$ cat config.mk
export PLATFORM = sky130hd
export DESIGN_NAME = cip_ctrl
export DESIGN_NICKNAME = d
export VERILOG_FILES = /design/src/sv/cip_pkg.sv /design/src/sv/cip_ctrl.sv
export SDC_FILE = /design/constraint.sdc
export NUM_CORES = 1
export LEC_CHECK = 0
export ABC_AREA = 1
export BUFFER_PORTS_ARGS = -buffer_cell sky130_fd_sc_hd__buf_2
export CAP_MARGIN = 20
export CORE_AREA = 2 2 39 41
export CTS_BUF_LIST = sky130_fd_sc_hd__clkbuf_16
export DETAILED_ROUTE_END_ITERATION = 16
export DIE_AREA = 0 0 41 43
export HOLD_SLACK_MARGIN = 0.1
export SKIP_LAST_GASP = 1
export SLEW_MARGIN = 30
export SYNTH_ARGS = -nofsm -noshare
export SYNTH_HDL_FRONTEND = slang
export SYNTH_SLANG_ARGS = --single-unit
export TNS_END_PERCENT = 10
$ cat constraint.sdc
create_clock -name aclk -period 3.26 [get_ports aclk]
set_clock_uncertainty 0.15 [all_clocks]
set_input_delay 0.326 -clock aclk [delete_from_list [all_inputs] [get_ports aclk]]
set_output_delay 0.326 -clock aclk [all_outputs]
set_load 0.05 [all_outputs]
$ cat src/sv/cip_pkg.sv
// Package for the complex integer power block: types, constants and state codes.
`timescale 1ns / 1ps

package cip_pkg;

    localparam int DATA_W    = 32;
    localparam int EXP_IN_W  = 8;
    localparam int FRAC_BITS = 16;
    localparam int EXP_BITS  = 8;

    typedef struct packed {
        logic signed [DATA_W-1:0]   base_re;
        logic signed [DATA_W-1:0]   base_im;
        logic signed [EXP_IN_W-1:0] exponent;
    } in_beat_t;

    typedef struct packed {
        logic signed [DATA_W-1:0] power_re;
        logic signed [DATA_W-1:0] power_im;
        logic                     overflow;
    } out_beat_t;

    typedef enum logic [2:0] {
        ST_IDLE,
        ST_CHECK,
        ST_SQ_MUL,
        ST_SQ_ACC,
        ST_PR_MUL,
        ST_PR_ACC,
        ST_DONE
    } cip_state_t;

    typedef enum logic {
        OP_SQUARE,
        OP_PRODUCT
    } cip_op_t;

    typedef struct packed {
        logic    load;
        logic    mul;
        cip_op_t op_sel;
        logic    wr_x;
        logic    wr_r;
        logic    shift_e;
        logic    out_load;
    } cip_cmd_t;

    typedef struct packed {
        logic e_zero;
        logic e_lsb;
    } cip_stat_t;

endpackage

$ cat src/sv/cip_ctrl.sv
// Controller: sequences square and multiply steps and owns both handshakes.
`timescale 1ns / 1ps

module cip_ctrl (
    input  logic               aclk,
    input  logic               aresetn,
    input  logic               s_valid,
    output logic               s_ready,
    output logic               m_valid,
    input  logic               m_ready,
    output cip_pkg::cip_cmd_t  cmd,
    input  cip_pkg::cip_stat_t stat
);
    import cip_pkg::*;

    cip_state_t state_reg, state_next;
    logic       m_valid_reg, m_valid_next;

    always_ff @(posedge aclk) begin
        if (!aresetn) begin
            state_reg   <= ST_IDLE;
            m_valid_reg <= 1'b0;
        end else begin
            state_reg   <= state_next;
            m_valid_reg <= m_valid_next;
        end
    end

    always_comb begin
        state_next   = state_reg;
        cmd          = '0;
        cmd.op_sel   = OP_SQUARE;
        s_ready      = 1'b0;
        m_valid_next = m_valid_reg && !m_ready;
        case (state_reg)
            ST_IDLE: begin
                s_ready = 1'b1;
                if (s_valid) begin
                    cmd.load   = 1'b1;
                    state_next = ST_CHECK;
                end
            end
            ST_CHECK: begin
                state_next = stat.e_zero ? ST_DONE : ST_SQ_MUL;
            end
            ST_SQ_MUL: begin
                cmd.mul    = 1'b1;
                cmd.op_sel = OP_SQUARE;
                state_next = ST_SQ_ACC;
            end
            ST_SQ_ACC: begin
                cmd.wr_x = 1'b1;
                if (stat.e_lsb) begin
                    state_next = ST_PR_MUL;
                end else begin
                    cmd.shift_e = 1'b1;
                    state_next  = ST_CHECK;
                end
            end
            ST_PR_MUL: begin
                cmd.mul    = 1'b1;
                cmd.op_sel = OP_PRODUCT;
                state_next = ST_PR_ACC;
            end
            ST_PR_ACC: begin
                cmd.wr_r    = 1'b1;
                cmd.shift_e = 1'b1;
                state_next  = ST_CHECK;
            end
            ST_DONE: begin
                if (!m_valid_reg || m_ready) begin
                    cmd.out_load = 1'b1;
                    m_valid_next = 1'b1;
                    state_next   = ST_IDLE;
                end
            end
            default: begin
                state_next = ST_IDLE;
            end
        endcase
    end

    assign m_valid = m_valid_reg;

    // A write-back always uses products registered in the cycle before.
    a_wr_after_mul: assert property (@(posedge aclk) disable iff (!aresetn)
        (cmd.wr_x || cmd.wr_r) |-> $past(cmd.mul))
        else $error("write-back without products");

    // An accepted beat closes the input right after the accept.
    a_busy_after_load: assert property (@(posedge aclk) disable iff (!aresetn)
        (s_valid && s_ready) |=> !s_ready)
        else $error("input reopened right after accept");

    // Never overwrite a result that still waits.
    a_no_overwrite: assert property (@(posedge aclk) disable iff (!aresetn)
        cmd.out_load |-> (!m_valid_reg || m_ready))
        else $error("output register overwritten");

    // At most one of load, multiply, write-back and output load per cycle.
    a_one_action: assert property (@(posedge aclk) disable iff (!aresetn)
        $onehot0({cmd.load, cmd.mul, cmd.wr_x, cmd.wr_r, cmd.out_load}))
        else $error("conflicting datapath commands");

endmodule

Word-level counts from Yosys, hierarchy flattened

Index checks and enable logic that the tools add are counted.

Register bits after elaboration: 4
Memories kept: 0
Bits in latches: 0
Output and inout bits: 9
Bits in read-only memories: 0
Bits of input ports: 6
Word-level logic and storage cells: 33
Memory bits (writable): 0

Multiply operators: 0
Multiplexer cells: 17
Equality and inequality tests: 8
Reduce and logical (&&, ||, !) cells: 6
Magnitude comparators: 0
Add/subtract/negate cells: 0
Shift operators: 0
Divide/modulo/power cells: 0
Bitwise logic cells: 0

Operator list:

| cell                                                | number |
|---|---|
| one-hot mux 3 bit (7 select lines)                  | 1 |
| two-way mux 3 bit                                   | 4 |
| two-way mux 1 bit                                   | 10 |
| equality test 3 bit, second input constant          | 3 |
| equality test 3 x 2 -> 1 bit, second input constant | 2 |
| inequality test 2 bit, second input constant        | 2 |
| one-hot mux 2 bit (2 select lines)                  | 1 |
| equality test 3 x 1 -> 1 bit, second input constant | 1 |
| logical NOT 3 bit                                   | 1 |
| logical NOT 1 bit                                   | 2 |
| one-hot mux 1 bit (2 select lines)                  | 1 |
| AND reduction 2 bit                                 | 1 |
| logical AND 1 bit                                   | 1 |
| logical OR 1 bit                                    | 1 |

Depth between registers and ports, before layout

Depth after elaboration: 4
Depth in mapped cells: 6
Mapped depth without buffers: 6

Worst setup path before layout

Ideal clock, no wire load.

Path kind: reg-to-output
Start point: register state_reg[1]
End point: output port cmd[1] in the netlist's numbering
Required time: 2,784 ps
Path slack: 1,171 ps
Stages on the path, launching flop included: 4
Buffers on the path: 0
Arrival: 1,613 ps
Path through: dfxtp_1 > inv_1 > nand2_2 > o21ai_0

RTL lines:

| element                  | line           | RTL |
|---|---|---|
| start: declaration       | cip_ctrl.sv:16 | `cip_state_t state_reg, state_next;` |
| start signal: assignment | cip_ctrl.sv:24 | `state_reg <= state_next;` |
| end: declaration         | cip_ctrl.sv:11 | `output cip_pkg::cip_cmd_t cmd,` |

==> impl_metrics.ini <==
[power]
power.switching_w = 0.000108
power_frac_clock_pct = 55.1
netSwitchingFraction_pct = 31.8
pwr-share-seq_pct = 18.5
fin_total_pwr_w = 0.000341
p_int_w = 0.000232
p_leak_nw = 0.246
power_density_mw_per_mm2 = 794
ir_drop_mv = 0.337
combPwrFrac_pct = 26.4

[layout]
final_nets = 71
n_antenna_cell = 0
drive_gt1_share_pct = 33.3
largest_reg_flops = 3
design_area_um2 = 429
fillCellCount = 159
final_core_utilization_pct = 31.0
layout_commonest_cell = buf_2
layout_common_cells = 14 x buf_2, 10 x inv_1, 9 x nand2_1, 9 x nor2_1, 4 x dfxtp_1
area_growth_pct = 62.6
fin_cells = 79

[grt]
antenna_found_initial = 0
groute.usage.overall_pct = 8.84
grt_pass1_vias = 280
gr-total-overflow = 0
grt_pass1_wl_um = 986
grt_max_degree = 9

[worst_setup_path]
cp_top_family = flip-flops
cp.required_ps = 2780
crit_chain = inv_1 > nor2_2 > nand2_1 > o21ai_0 > buf_2
worst_setup_path_start_kind = flip-flop
cp.buffers_inverters = 2
critPathArrivalTime_ps = 1310
cp-startpoint = state_reg[1]
cpPeakStageDelay_ps = 440
worst_path_max_delay_cell = dfxtp_1
crit_fanout = 7
end_kind = output port
r2r_start = state_reg[1]
path_class = flip-flop to output port

[place]
numPortBuffers = 14
place_area_um2 = 354
dp_cells = 76
place.gp.congestion = 0.684
dp_hpwl_um = 536

[drt]
vias = 328
final_antenna_net_count = 0
first_pass_iters = 4
viasPerCell = 4.15
wl_um = 683
drt_iter0_markers = 10
drc_errors = 0
wl_per_cell_um = 8.65

[sta]
finalSetupViolCount = 0
hold_viol_final = 0
finalCritPeriodShare_pct = 54.8
fmax_ghz = 0.560
rsz0062_at_grt = no
slew_headroom_pct = 83.7
fin_crit_ps = 1790
setup_tns_ps = 0
worst_pin_slew_ps = 244
drv_slew = 0

[clock_tree]
cts_sinks = 4
clkLatencyLatePin_ps = 220
clkTransAtPathRegs_ps = 30
cts_tree = built
cts_max_level = 1
cts.repair.resized = 0
cts_buffer_depth = 2
ctsHoldBuffers = 0
post_cts_buffers = 0
cts_buffers = 3
cts-root-buf = clkbuf_16

[hold_path]
hold_path.class = input port to flip-flop
worstHoldStart = aresetn

[floorplan]
die_w_um = 41
core_area_mm2 = 0.00138
initial_core_util_pct = 19.1
io_pins = 15
fp.dieArea_mm2 = 0.00176
die_h_um = 43
num_rows = 14

[synthesis]
synth_fp_nets = 52
synthAdderAreaFrac_pct = 0
synth.area.mux_share_pct = 0
synth-simple-area-share_pct = 44.5
netlist_area_um2 = 264
synthXorXnorAreaFrac_pct = 0
postSynthCellCount = 46
synth_top_family_by_area = simple AND/OR/NAND/NOR gates
syn_area_per_cell_um2 = 5.74
seq_area_frac_synth_pct = 30.3
synth_seq_cells = 4
yosysWarnings = 0
synth.distinct_cells = 12
synth_compound_area_share_pct = 9.48

[run]
max-cap-violations = 0

[run_status]
status = completed
-- worst register-to-register path, stage by stage (launching register included) --
cell and delay, ps:
dfxtp_1 440, inv_1 130, nand2_2 90, o21ai_0 90, nor2_1 100, nor2_1 40
-- layer usage --
| layer | up-vias | global-route usage (%) | share of wire (%) |
|---|---|---|---|
| li1 | 176 | - | - |
| met1 | 143 | 7.72 | 41 |
| met2 | 7 | 14.4 | 52 |
| met3 | 2 | 3.14 | 3.1 |
| met4 | 0 | 8.00 | 3.2 |
| met5 | - | 0 | 0 |
-- synth_stat cells --
| cell type | count | area (um2) |
|---|---|---|
| o21ai_0 | 2 | 10.0 |
| inv_2 | 1 | 3.75 |
| nand4_1 | 2 | 12.5 |
| inv_1 | 10 | 37.5 |
| nor2_1 | 9 | 33.8 |
| nand2_2 | 1 | 6.26 |
| nand2_1 | 9 | 33.8 |
| dfxtp_1 | 4 | 80.1 |
| nand3_2 | 1 | 10.0 |
| nor2_2 | 1 | 6.26 |
| nand3_1 | 3 | 15.0 |
| a21oi_1 | 3 | 15.0 |
-- final timing paths --
kind                  end  slack, ps  cells past startpoint
max                cmd[1]       1470                      5
min          state_reg[2]        170                      3
max reg2reg  state_reg[1]       2110                      5
min reg2reg       m_valid        430                      2
-- power groups by stage --
| stage | combinational (W) | sequential (W) | clock, W |
|---|---|---|---|
| final | 0.0000900 | 0.0000629 | 0.000188 |
| after global routing | 0.0000973 | 0.0000639 | 0.000195 |
| after CTS | 0.0000909 | 0.0000628 | 0.000190 |
| after detailed placement | 0.0000899 | 0.0000636 | 0 |
| after global placement | 0.0000888 | 0.0000633 | 0 |
| after floorplan | 0.0000701 | 0.0000624 | 0 |
-- cell families (layout without fill, tap and decap cells) --
kind of cell,count (synthesis),count (layout)
compound gates,5,5
buf+inv,11,28
flops,4,4
simple gates,26,26
-- area by class of cell --
class                           instances  area [um2]  area share [%]
Timing Repair Buffer                   14        70.1            16.3
Clock buffer                            3        75.1            17.5
Multi-Input combinational cell         31         143            33.2
Inverter                               11        41.3            9.62
Sequential cell                         4        80.1            18.7
Tap cell                               16        20.0            4.66
-- through the flow --
step           worst slack, ps  hold slack, ps
4_1_cts                   1470             176
5_1_grt                   1380             181
6_report                  1470             174
3_3_place_gp              1720             388
2_1_floorplan             1170             286
3_5_place_dp              1700             402
Power figures use the tool's default switching activity.
